### src/design/assert_macros.svh
// Assertion helpers shared by the RTL files.
`ifndef ASSERT_MACROS_SVH
`define ASSERT_MACROS_SVH

// Implication checked on every rising edge, muted while reset is asserted.
`define ASSERT_CLK(label, prop, msg) \
	label: assert property (@(posedge clk) disable iff (!arst_n) (prop)) else $error(msg);

// Plain condition that must hold on every rising edge outside reset.
`define ASSERT_ALWAYS(label, cond, msg) \
	`ASSERT_CLK(label, (1'b1) |-> (cond), msg)

`endif

### src/design/mpqpwm_pkg.sv
// ----------------------------------------------------------------------------
// mpqpwm_pkg: motor power queue to PWM duty, shared types and constants
// Beat structs of both channels, status codes, register indexes and resets.
// ----------------------------------------------------------------------------
package mpqpwm_pkg;

	localparam int QUEUE_DEPTH_DEF = 16;

	localparam int DUTY_W  = 16;
	localparam int POWER_W = 32;

	// PWM period and loop latency give the reset duty limits
	localparam int PERIOD_TICKS = 50000;
	localparam int PWM_LATENCY  = 4;

	localparam logic [DUTY_W-1:0] MIN_DUTY_RST = DUTY_W'(PWM_LATENCY);
	localparam logic [DUTY_W-1:0] MAX_DUTY_RST = DUTY_W'(PERIOD_TICKS - PWM_LATENCY);

	// command codes
	localparam logic CMD_PUSH    = 1'b0;
	localparam logic CMD_ACTUATE = 1'b1;

	// status codes
	localparam logic [1:0] ST_OK    = 2'd0;
	localparam logic [1:0] ST_FULL  = 2'd1;
	localparam logic [1:0] ST_EMPTY = 2'd2;

	// configuration register indexes
	localparam logic CFG_MIN_DUTY = 1'b0;
	localparam logic CFG_MAX_DUTY = 1'b1;

	typedef struct packed {
		logic                      command;
		logic signed [POWER_W-1:0] power_value;
	} in_beat_t;

	typedef struct packed {
		logic              drive_valid;
		logic [DUTY_W-1:0] forward_duty;
		logic [DUTY_W-1:0] reverse_duty;
		logic [1:0]        status;
	} out_beat_t;

endpackage

### src/design/motor_power_queue_to_pwm_duty_top.sv
// ----------------------------------------------------------------------------
// motor_power_queue_to_pwm_duty_top: signed power queue feeding H-bridge duties
//
// Input channel (in_valid / in_stall / in_data): each beat either pushes a
// signed power value into a ring queue of QUEUE_DEPTH entries or pops the
// oldest one and turns it into a forward and a reverse duty, clamped to the
// min_duty / max_duty registers. Every input beat yields exactly one output
// beat (out_valid / out_stall / out_data) carrying the duties and a status.
// Pushing into a full queue or actuating an empty one leaves the queue as is
// and reports it in status.
// Path: an accepted beat is held in stage 1, then in the output register, and
// is taken from there. Throughput: one beat per cycle while out_stall is low;
// the queue bookkeeping and memory port are updated at the accepting edge, the
// stored value is read into stage 1 and clamped into the output register.
// Stall: the output register holds while out_stall is high; stage 1 then
// fills, and in_stall rises until the output beat is taken.
// Reset: queue empty, duty limits back to 4 and 49996, no beat in flight. The
// storage itself is not cleared; only written entries are read. The user must
// write configuration (cfg_we/cfg_index/cfg_data) only while idle; unenforced.
// ----------------------------------------------------------------------------
`include "assert_macros.svh"

module motor_power_queue_to_pwm_duty_top #(
	parameter int QUEUE_DEPTH = mpqpwm_pkg::QUEUE_DEPTH_DEF
) (
	input  logic                            clk,
	input  logic                            arst_n,
	input  logic                            in_valid,
	output logic                            in_stall,
	input  mpqpwm_pkg::in_beat_t            in_data,
	output logic                            out_valid,
	input  logic                            out_stall,
	output mpqpwm_pkg::out_beat_t           out_data,
	input  logic                            cfg_we,
	input  logic                            cfg_index,
	input  logic [mpqpwm_pkg::DUTY_W-1:0]   cfg_data
);

	localparam int PTR_W = (QUEUE_DEPTH > 1) ? $clog2(QUEUE_DEPTH) : 1;
	localparam int CNT_W = $clog2(QUEUE_DEPTH + 1);
	localparam logic [PTR_W-1:0] PTR_LAST = PTR_W'(QUEUE_DEPTH - 1);
	localparam logic [CNT_W-1:0] CNT_FULL = CNT_W'(QUEUE_DEPTH);

	// configuration
	logic [mpqpwm_pkg::DUTY_W-1:0] min_duty_q;
	logic [mpqpwm_pkg::DUTY_W-1:0] max_duty_q;

	// queue state
	logic [mpqpwm_pkg::POWER_W-1:0] power_store_q [QUEUE_DEPTH];
	logic [PTR_W-1:0]               wr_ptr_q;
	logic [PTR_W-1:0]               rd_ptr_q;
	logic [CNT_W-1:0]               cnt_q;

	// stage 1
	logic                           valid_s1;
	logic                           pop_s1;
	logic [1:0]                     status_s1;
	logic [mpqpwm_pkg::POWER_W-1:0] raw_s1;

	// output register
	logic                  out_valid_q;
	mpqpwm_pkg::out_beat_t out_data_q;

	logic                           adv;
	logic                           accept;
	logic                           full;
	logic                           empty;
	logic                           push_ok;
	logic                           pop_ok;
	logic                           neg;
	logic [mpqpwm_pkg::POWER_W-1:0] mag;
	logic [mpqpwm_pkg::POWER_W-1:0] min_ext;
	logic [mpqpwm_pkg::POWER_W-1:0] max_ext;
	logic [mpqpwm_pkg::DUTY_W-1:0]  duty;
	mpqpwm_pkg::out_beat_t          res;

	assign adv      = !out_valid_q || !out_stall;
	assign in_stall = valid_s1 && !adv;
	assign accept   = in_valid && !in_stall;
	assign full     = (cnt_q == CNT_FULL);
	assign empty    = (cnt_q == '0);
	assign push_ok  = accept && (in_data.command == mpqpwm_pkg::CMD_PUSH) && !full;
	assign pop_ok   = accept && (in_data.command == mpqpwm_pkg::CMD_ACTUATE) && !empty;

	assign out_valid = out_valid_q;
	assign out_data  = out_data_q;

	always_ff @(posedge clk or negedge arst_n) begin
		if (!arst_n) begin
			min_duty_q <= mpqpwm_pkg::MIN_DUTY_RST;
			max_duty_q <= mpqpwm_pkg::MAX_DUTY_RST;
		end else if (cfg_we) begin
			unique case (cfg_index)
				mpqpwm_pkg::CFG_MIN_DUTY: min_duty_q <= cfg_data;
				mpqpwm_pkg::CFG_MAX_DUTY: max_duty_q <= cfg_data;
				default: ;
			endcase
		end
	end

	// queue pointers and fill count move at the accepting edge
	always_ff @(posedge clk or negedge arst_n) begin
		if (!arst_n) begin
			wr_ptr_q <= '0;
			rd_ptr_q <= '0;
			cnt_q    <= '0;
		end else if (push_ok) begin
			wr_ptr_q <= (wr_ptr_q == PTR_LAST) ? '0 : wr_ptr_q + 1'b1;
			cnt_q    <= cnt_q + 1'b1;
		end else if (pop_ok) begin
			rd_ptr_q <= (rd_ptr_q == PTR_LAST) ? '0 : rd_ptr_q + 1'b1;
			cnt_q    <= cnt_q - 1'b1;
		end
	end

	// storage: one write, one registered read
	always_ff @(posedge clk) begin
		if (push_ok) begin
			power_store_q[wr_ptr_q] <= in_data.power_value;
		end
		if (pop_ok) begin
			raw_s1 <= power_store_q[rd_ptr_q];
		end
	end

	always_ff @(posedge clk or negedge arst_n) begin
		if (!arst_n) begin
			valid_s1 <= 1'b0;
		end else if (accept) begin
			valid_s1 <= 1'b1;
		end else if (adv) begin
			valid_s1 <= 1'b0;
		end
	end

	always_ff @(posedge clk) begin
		if (accept) begin
			pop_s1 <= pop_ok;
			if (in_data.command == mpqpwm_pkg::CMD_PUSH) begin
				status_s1 <= full ? mpqpwm_pkg::ST_FULL : mpqpwm_pkg::ST_OK;
			end else begin
				status_s1 <= empty ? mpqpwm_pkg::ST_EMPTY : mpqpwm_pkg::ST_OK;
			end
		end
	end

	// sign-magnitude split and clamp; the most negative value negates to 2^31
	always_comb begin
		neg     = raw_s1[mpqpwm_pkg::POWER_W-1];
		mag     = neg ? ('0 - raw_s1) : raw_s1;
		min_ext = mpqpwm_pkg::POWER_W'(min_duty_q);
		max_ext = mpqpwm_pkg::POWER_W'(max_duty_q);
		if (mag != '0 && mag < min_ext) begin
			duty = min_duty_q;
		end else if (mag > max_ext) begin
			duty = max_duty_q;
		end else begin
			duty = mag[mpqpwm_pkg::DUTY_W-1:0];
		end
		res.drive_valid  = pop_s1;
		res.forward_duty = (pop_s1 && !neg) ? duty : '0;
		res.reverse_duty = (pop_s1 && neg) ? duty : '0;
		res.status       = status_s1;
	end

	always_ff @(posedge clk or negedge arst_n) begin
		if (!arst_n) begin
			out_valid_q <= 1'b0;
		end else if (adv) begin
			out_valid_q <= valid_s1;
		end
	end

	always_ff @(posedge clk) begin
		if (adv && valid_s1) begin
			out_data_q <= res;
		end
	end

	`ASSERT_ALWAYS(a_cnt_bound, cnt_q <= CNT_FULL, "fill count beyond queue depth")
	`ASSERT_CLK(a_push_count, push_ok |=> cnt_q == $past(cnt_q) + 1'b1,
		"push did not grow count")
	`ASSERT_CLK(a_full_hold,
		accept && in_data.command == mpqpwm_pkg::CMD_PUSH && full
		|=> $stable(cnt_q) && $stable(wr_ptr_q),
		"push on full queue changed state")
	`ASSERT_CLK(a_drive_ok,
		out_valid_q && out_data_q.drive_valid
		|-> out_data_q.status == mpqpwm_pkg::ST_OK
		&& (out_data_q.forward_duty == '0 || out_data_q.reverse_duty == '0),
		"drive beat with bad status or both channels on")
	`ASSERT_CLK(a_empty_no_pop, accept && empty |-> !pop_ok, "pop from empty queue")

endmodule

### config.mk
export PLATFORM = sky130hd
export DESIGN_NAME = motor_power_queue_to_pwm_duty_top
export DESIGN_NICKNAME = d
export VERILOG_FILES = /design/src/design/mpqpwm_pkg.sv /design/src/design/motor_power_queue_to_pwm_duty_top.sv
export VERILOG_INCLUDE_DIRS = /design/src /design/src/design
export SDC_FILE = /design/constraint.sdc
export NUM_CORES = 1
export LEC_CHECK = 0
export ABC_AREA = 1
export BUFFER_PORTS_ARGS = -buffer_cell sky130_fd_sc_hd__buf_2
export CORE_ASPECT_RATIO = 1.1
export CORE_MARGIN = 5
export CORE_UTILIZATION = 52
export DETAILED_ROUTE_END_ITERATION = 16
export HOLD_SLACK_MARGIN = 0.08
export PLACE_DENSITY = 0.68
export SKIP_LAST_GASP = 1
export SLEW_MARGIN = 20
export SYNTH_ARGS = -nofsm -noshare
export SYNTH_HDL_FRONTEND = slang
export SYNTH_SLANG_ARGS = --single-unit
### constraint.sdc
create_clock -name clk -period 12.6 [get_ports clk]
set_input_delay 1.26 -clock clk [delete_from_list [all_inputs] [get_ports clk]]
set_output_delay 1.26 -clock clk [all_outputs]
set_load 0.005 [all_outputs]
==> flow_summary.toml, run 1 <==
[status]
status = "completed"

[placement]
hpwl_mm = 37.5
globalplace.congestion = 0.879
place_inst = 2870
portBuffers = 91

[worst_setup_path]
crit_buf_inv = 2
required_ps = 13060
rr_worst_depth = 18
crit_family = "simple AND/OR/NAND/NOR gates"
path_cells = "inv_1 > ha_1 > nand2_2 > nor2_4 > nand3_2 > nand2_2 > nand2_1 > nand2_1 > inv_1 > ha_1 > nand4_1 > nor3_1 > nand3_1 > nand2_1 > nand3_2 > nand2_1 > nand3_1 > a21oi_1"
timing.rr.end = "out_data[25]"
cp-endpoint = "out_data[25]"
crit_slowest_cell = "nand2_1"
critical_path_class = "register to register"
crit_path_max_fanout = 17
crit_start = "raw_s1[0]"
rrSetupSlack_ps = 8370
endpoint_kind = "register"
rr_startpoint = "raw_s1[0]"
critPathMostFrequentCell = "nand2_1"
max_stage_delay_ps = 470
path_depth = 18
cp_data_arrival_time_ps = 4680
worstSetupStartpointType = "register"

[clock_network]
cts-resized-gates = 0
path_clk_slew_ps = 60
htreeDepth = 2
cts_hold_buf = 0
cts_made_buffers = 61
clkLatencyLatePin_ps = 640
cts_tree = "yes"
cts_sinks = 629
cts-root-buf = "clkbuf_16"
cts_setup_buffers = 0
cts_buffer_depth = 3

[die]
dieArea_um2 = 55200
initial_utilization = 0.525
placementRows = 86
die_w_um = 225
coreArea_um2 = 50100
fp.dieH_um = 246
io_pins = 92

[routing]
first_pass_iters = 5
post_drt_wl_per_cell_um = 21.6
drc = 0
ant_nets = 0
drt_iter0_drc = 1959
num_vias = 17500
avgViaCountPerCell = 5.85
routed_wl_mm = 64.5

[yosys]
synth_edf_count = 582
synth_area_um2 = 26300
syn_nets = 2297
synth-seq-area-share = 0.709
syn_inst = 2201
ys_async_sr_fraction = 0.0747
synth_flop_cell = "edfxtp_1"
synth_area_leaders = "edfxtp_1, nand2_1, o21ai_0"
synth_top_area_frac = 0.664
yosys_warnings = 0
synth_cell_types = 42
yosysTopAreaCell = "edfxtp_1"
ys_ff_latch = 629
synth_area_per_cell_um2 = 12.0

[power]
total_leakage_power_nw = 10.7
power_density_nw_per_um2 = 206
finalPower_mw = 6.13
ir_drop_uv = 126

[global_route]
grt_use_met1 = 0.318
use_met2 = 0.378
grt_overflow = 0
grt_pass1_wl_mm = 98.9
grt_max_degree = 104
gr-max-usage-layer = "met2"
grt_pass1_vias = 17000
antenna_found_initial = 2
grtUsageTotal = 0.231
use_met3 = 0.0467

[layout]
fin_util = 0.592
area_growth_pct = 12.8
finalNonFillerCells = 2987
finalNetCount = 2370
mostFrequentLayoutCells = "edfxtp_1, nand2_1, o21ai_0, nor2_1, a21oi_1"
layout_commonest_cell = "edfxtp_1"
drive_gt1_frac = 0.120

[timing]
clock_skew_ps = 20.6
worst-slew-pin-transition_ps = 1090
clock.fmax_ghz = 0.237
finalSetupViolations = 0
period_share = 0.335
slew_headroom = 0.271
min_period_ps = 4230
rsz0062_at_grt = "no"
slew_viol_final = 0
hold_viol = 0
tns_ps = 0

[min_path]
min_path_type = "register to register"

[flow_run]
max_cap_violations = 0
cell usage after synthesis (6+ instances only):
cell	instances
inv_1	129
nand2_2	16
a221oi_1	39
a21oi_1	130
edfxtp_1	582
nor3_1	10
o221ai_1	25
o22ai_1	39
nor2_2	6
nand2_1	411
o21ai_0	217
nand4_1	50
dfstp_2	8
nor2_1	197
xor2_1	10
ha_1	40
buf_2	8
clkbuf_1	103
dfrtp_1	39
nand3_1	105
kinds of logic after synthesis:
logic type,after synthesis,share of synthesized area
XOR/XNOR,11,0.00366
AND/OR/NAND/NOR,808,0.131
multiplexers,1,0.000428
adder cells (fa/ha/maj),41,0.0198
buffers and inverters,250,0.0365
AO/OA/AOI/OAI,461,0.0996
flip-flops,629,0.709
stage by stage:
step	setup slack, ps	cell area, um^2	hold slack, ps
finish	8370	29700	420
global route	8150	29700	436
CTS	8450	29700	423
detailed placement	8490	27700	408
global placement	8570	27500	404
floorplan	7420	26300	400
power breakdown:
part,total [mW],switching (mW),leakage [nW],internal [mW]
Sequential,2.60,0.128,5.84,2.47
Clock,1.81,0.773,0.963,1.04
Combinational,1.72,1.22,3.95,0.499
Total,6.13,2.12,10.7,4.01
flip-flops by register name, indices dropped and copies added (netlist names):
| register | count |
|---|---|
| out_data | 35 |
| valid_s1 | 1 |
| rd_ptr_q | 4 |
| power_store_q | 512 |
| pop_s1 | 1 |
| out_valid | 1 |
| status_s1 | 2 |
| min_duty_q | 16 |
| wr_ptr_q | 4 |
| max_duty_q | 16 |
| cnt_q | 5 |
| raw_s1 | 32 |
how the worst min path moves through the flow:
stage,from,end,slack (ps),depth (start not counted)
3_3_place_gp,status_s1[0],out_data[0],400,0
2_1_floorplan,status_s1[0],out_data[0],400,0
6_report,status_s1[0],out_data[0],420,0
3_5_place_dp,status_s1[0],out_data[0],410,0
5_1_grt,status_s1[1],out_data[1],440,0
4_1_cts,status_s1[0],out_data[0],420,0
layer usage:
metal / vias to the layer above / wire length [um]
li1: 8094 / -
met1: 8557 / 26300
met2: 707 / 31000
met5: - / 0
met3: 111 / 5590
met4: 0 / 1650
final cells by class:
type | instances | area (um^2)
sequential | 629 | 18700
fill | 3998 | 20400
inverter | 134 | 509
clock inverter | 36 | 413
clock buffer | 77 | 1590
antenna | 3 | 7.51
tap | 660 | 826
multi-input combinational | 1322 | 6850
timing repair buffer | 126 | 843
Note: power is estimated with default switching activity, not from simulation.
==> run 2, diff against run 1 <==
==> constraint.sdc (replaced) <==
create_clock -name clk -period 3.9 [get_ports clk]
set_input_delay 0.39 -clock clk [delete_from_list [all_inputs] [get_ports clk]]
set_output_delay 0.39 -clock clk [all_outputs]
set_load 0.005 [all_outputs]
==> flow_summary.toml, run 2 (synthesis gave the netlist of run 1 again) <==
[timing]
tns_ps = 0
slew_viol_final = 0
slew_headroom = 0.391
clock.fmax_ghz = 0.289
rsz0062_at_grt = "no"
clock_skew_ps = 28.2
worst-slew-pin-transition_ps = 911
min_period_ps = 3460
finalSetupViolations = 0
period_share = 0.888
hold_viol = 0

[worst_setup_path]
required_ps = 4360
critical_path_class = "register to register"
crit_path_max_fanout = 16
cp_data_arrival_time_ps = 3930
path_cells = "inv_1 > ha_1 > nand2_2 > nor2_4 > nand3_2 > nand2_2 > nand2_1 > nand2_1 > inv_1 > ha_1 > nand4_1 > nor3_1 > nand3_1 > nand2_1 > nand3_2 > nand2_1 > nand3_1 > a21oi_1"
crit_slowest_cell = "edfxtp_1"
worstSetupStartpointType = "register"
endpoint_kind = "register"
critPathMostFrequentCell = "nand2_1"
max_stage_delay_ps = 390

[status]
status = "completed"

[die]
dieArea_um2 = 55200
fp.dieH_um = 246
coreArea_um2 = 50100
io_pins = 92
die_w_um = 225
initial_utilization = 0.525
placementRows = 86

[routing]
first_pass_iters = 6
num_vias = 17800
routed_wl_mm = 68.4
avgViaCountPerCell = 5.91
ant_nets = 0
drc = 0
drt_iter0_drc = 2167
post_drt_wl_per_cell_um = 22.6

[power]
total_leakage_power_nw = 11.0
power_density_nw_per_um2 = 676
finalPower_mw = 20.3
ir_drop_uv = 426

[layout]
top_register = "power_store_q"
drive_gt1_frac = 0.128
largest_reg_flops = 512
layout_commonest_cell = "edfxtp_1"
area_growth_pct = 14.2
mostFrequentLayoutCells = "edfxtp_1, nand2_1, o21ai_0, nor2_1, a21oi_1"
finalNetCount = 2404

[clock_network]
path_clk_slew_ps = 70
cts-root-buf = "clkbuf_16"
cts_buffer_depth = 3
cts_tree = "yes"
cts_sinks = 629
clkLatencyLatePin_ps = 630
cts_made_buffers = 60
htreeDepth = 2

[flow_run]
max_cap_violations = 0

[placement]
hpwl_mm = 38.7
globalplace.congestion = 0.897
portBuffers = 91

[global_route]
grt_pass1_vias = 17300
grtUsageTotal = 0.245
antenna_found_initial = 3
grt_max_degree = 149
grt_overflow = 0
grt_pass1_wl_mm = 104

[min_path]
min_path_type = "input pin to register"
-- run 2: changes by cell type in the layout (fill, tap and decap cells not counted), sizes merged, moves of 2 or more --
cell / change
clkbuf: -7
bufinv: +2
clkinv: +5
dlygate4sd3: +20
buf: +15
-- run 2: what timing repair did --
item | CTS | global route
hold buffers | 20 | 0
endpoints found under the hold margin | 73 | 0
resized for setup | 0 | 4
setup buffers | 0 | 1
setup endpoints to repair | 0 | 32
-- run 2: power by group --
| part | internal [mW] | switching, mW |
|---|---|---|
| combinational | 1.71 | 4.39 |
| clock | 3.48 | 2.52 |
| sequential | 7.97 | 0.262 |
| total | 13.2 | 7.17 |
-- run 2: per-stage QoR --
stage               area [um^2]  std cells  setup slack (ps)  utilization  hold WS, ps
floorplan                 26300       2201               795            -         94.4
global placement          27800       2884               233        0.554          406
detailed placement        27800       2884               150        0.554          411
CTS                       30000       3017               100        0.598         97.8
global route              30100       3019              98.9        0.600          107
finish                    30100       3021               436        0.600          128
-- run 2: path summary, 6_finish.rpt --
check / cells past startpoint / endpoint / slack [ps] / startpoint
setup reg to reg: 18 / out_data[21] / 440 / raw_s1[0]
hold reg to reg: 0 / out_data[0] / 420 / status_s1[0]
max in group asynchronous: 3 / rd_ptr_q[0] / 2980 / arst_n
min in group asynchronous: 3 / wr_ptr_q[3] / 420 / arst_n
setup / recovery: 18 / out_data[21] / 440 / raw_s1[0]
hold / removal: 1 / power_store_q[9][11] / 130 / in_data[11]
-- run 2: area by class of cell --
| type | instances | area [um^2] |
|---|---|---|
| fillers | 3976 | 20100 |
| flip-flops and latches | 629 | 18700 |
| multi-input cells | 1322 | 6860 |
| clock buffers | 70 | 1570 |
| repair buffers | 161 | 1150 |
| well taps | 660 | 826 |
| inverters | 134 | 515 |
| clock inverters | 43 | 475 |
| diodes | 2 | 5.00 |
-- run 2: worst max-delay path: cells and delay by family (launching register included) --
| kind | cells | cell delay, ps |
|---|---|---|
| compound gates | 1 | 150 |
| flops | 1 | 390 |
| buf+inv | 2 | 280 |
| simple gates | 13 | 1910 |
| fa+ha+maj | 2 | 560 |
-- run 2: layer usage --
metal / GRT usage / part of all wire / up-vias / routed length (um)
met5: 0 / 0.00016 / - / 11
li1: - / - / 8146 / -
met4: 0.0894 / 0.037 / 2 / 2550
met3: 0.0471 / 0.092 / 164 / 6280
met1: 0.330 / 0.39 / 8667 / 26600
met2: 0.403 / 0.48 / 864 / 33000
==> run 3, diff against run 2 <==
--- a/config.mk
+++ b/config.mk
@@ -13,7 +13,7 @@
 export CORE_UTILIZATION = 52
 export DETAILED_ROUTE_END_ITERATION = 16
 export HOLD_SLACK_MARGIN = 0.08
-export PLACE_DENSITY = 0.68
+export PLACE_DENSITY_LB_ADDON = 0.15
 export SKIP_LAST_GASP = 1
 export SLEW_MARGIN = 20
 export SYNTH_ARGS = -nofsm -noshare
==> constraint.sdc (replaced) <==
create_clock -name clk -period 3.9 [get_ports clk]
set_input_delay 0.195 -clock clk [delete_from_list [all_inputs] [get_ports clk]]
set_output_delay 0.195 -clock clk [all_outputs]
set_load 0.005 [all_outputs]
==> flow_summary.toml, run 3 (synthesis gave the netlist of run 1 again) <==
[worst_setup_path]
critPathMostFrequentCell = "nand2_1"
crit_path_max_fanout = 10
critical_path_class = "register to register"
cp_data_arrival_time_ps = 3930
rr_startpoint = "raw_s1[0]"
required_ps = 4210
max_stage_delay_ps = 380
rr_worst_depth = 18
endpoint_kind = "register"
worstSetupStartpointType = "register"
crit_slowest_cell = "edfxtp_1"
rrSetupSlack_ps = 280
path_cells = "inv_1 > ha_1 > nand2_2 > nor2_4 > nand3_2 > nand2_2 > nand2_1 > nand2_1 > inv_1 > ha_1 > nand4_1 > nor3_1 > nand3_1 > nand2_1 > buf_4 > nand4_1 > nand3_1 > a21oi_1"
timing.rr.end = "out_data[15]"

[timing]
clock.fmax_ghz = 0.277
min_period_ps = 3620
slew_headroom = 0.263
rsz0062_at_grt = "yes"
worst-slew-pin-transition_ps = 1100
clock_skew_ps = 16.7
tns_ps = 0
hold_viol = 0
slew_viol_final = 0
finalSetupViolations = 0
period_share = 0.927

[clock_network]
cts_tree = "yes"
clkLatencyLatePin_ps = 600
cts_setup_buffers = 0
cts_made_buffers = 66
cts_sinks = 629
htreeDepth = 3
cts-root-buf = "clkbuf_16"
cts_buffer_depth = 3
path_clk_slew_ps = 60

[power]
total_leakage_power_nw = 11.2
power_density_nw_per_um2 = 678
ir_drop_uv = 698

[placement]
portBuffers = 91
globalplace.congestion = 0.884
hpwl_mm = 39.5

[die]
fp.dieH_um = 246
placementRows = 86
io_pins = 92
initial_utilization = 0.525
die_w_um = 225
coreArea_um2 = 50100
dieArea_um2 = 55200

[layout]
register_area_um2 = 18700
drive_gt1_frac = 0.130
fin_util = 0.610
mostFrequentLayoutCells = "edfxtp_1, nand2_1, o21ai_0, nor2_1, a21oi_1"
multi_input_area_um2 = 6860
top_register = "power_store_q"
layout_commonest_cell = "edfxtp_1"
finalNetCount = 2439
area_growth_pct = 16.1
largest_reg_flops = 512
fill_cells = 3945

[routing]
post_drt_wl_per_cell_um = 22.3
ant_nets = 0
drc = 0
num_vias = 17800
avgViaCountPerCell = 5.83
drt_iter0_drc = 1619
first_pass_iters = 5
routed_wl_mm = 68.2

[global_route]
grtUsageTotal = 0.246
grt_max_degree = 196
antenna_found_initial = 1
grt_pass1_vias = 17500
grt_pass1_wl_mm = 104
grt_overflow = 0

[flow_run]
max_cap_violations = 0

[min_path]
min_path_type = "input pin to async pin"

[status]
status = "completed"
==> run 3: cell count changes in the layout (fill, tap and decap cells not counted), moves of 2 or more <==
cell / previous run / this run
clkinv_4: 1 / 4
clkinvlp_4: 2 / 5
buf_4: 41 / 34
bufinv_16: 9 / 7
clkbuf_16: 61 / 68
buf_12: 8 / 13
clkinv_1: 16 / 9
dlygate4sd3_1: 20 / 52
clkbuf_8: 1 / 3
==> run 3: how the worst max path moves through the flow <==
stage | start | endpoint | slack (ps)
after floorplan | out_valid | power_store_q[11][0] | 790
after global routing | raw_s1[0] | out_data[26] | -0.5
after global placement | raw_s1[0] | out_data[27] | 380
final | raw_s1[0] | out_data[15] | 280
after detailed placement | raw_s1[0] | out_data[8] | 280
after CTS | raw_s1[0] | out_data[8] | 250
==> run 3: layer usage <==
| metal | vias up | track usage | wire length [um] |
|---|---|---|---|
| met5 | - | 0 | 0 |
| met4 | 0 | 0.0919 | 2290 |
| met3 | 147 | 0.0399 | 4770 |
| met2 | 707 | 0.416 | 33700 |
| met1 | 8734 | 0.324 | 27400 |
| li1 | 8238 | - | - |
==> run 3: worst max-delay path: cells and delay by family, from the launching register on <==
| kind | cells | cell delay [ps] |
|---|---|---|
| DFF | 1 | 380 |
| and+or+nand+nor | 12 | 1800 |
| adders and majority gates | 2 | 550 |
| buffers and inverters | 3 | 530 |
| AOI/OAI and AO/OA | 1 | 80 |
==> run 3: through the flow <==
stage	power, mW	hold slack, ps	worst slack, ps	cell area [um^2]	instances
6_report	20.7	150	284	30600	3057
3_3_place_gp	14.3	236	382	27800	2883
5_1_grt	21.8	213	-0.468	30600	3057
3_5_place_dp	14.4	244	281	27800	2883
2_1_floorplan	12.1	-101	795	26300	2201
4_1_cts	20.8	157	251	30600	3056
==> run 3: final cells by class <==
type,count,share of cell area
diodes,1,0.0000819
repair buffers,190,0.0488
inverters,134,0.0167
clock buffers,79,0.0580
multi-input cells,1322,0.224
flip-flops and latches,629,0.611
well taps,660,0.0270
clock inverters,42,0.0144
==> run 3: power breakdown <==
part | total (mW) | internal [mW] | switching (mW)
Combinational | 6.10 | 1.75 | 4.35
Sequential | 8.27 | 7.97 | 0.299
Clock | 6.37 | 3.75 | 2.62
Total | 20.7 | 13.5 | 7.27
==> run 3: timing repair <==
item | in CTS | in global routing
gates resized for setup | 0 | 2
hold endpoints to repair | 569 | 0
hold buffers | 52 | 0
setup endpoints to repair | 0 | 32
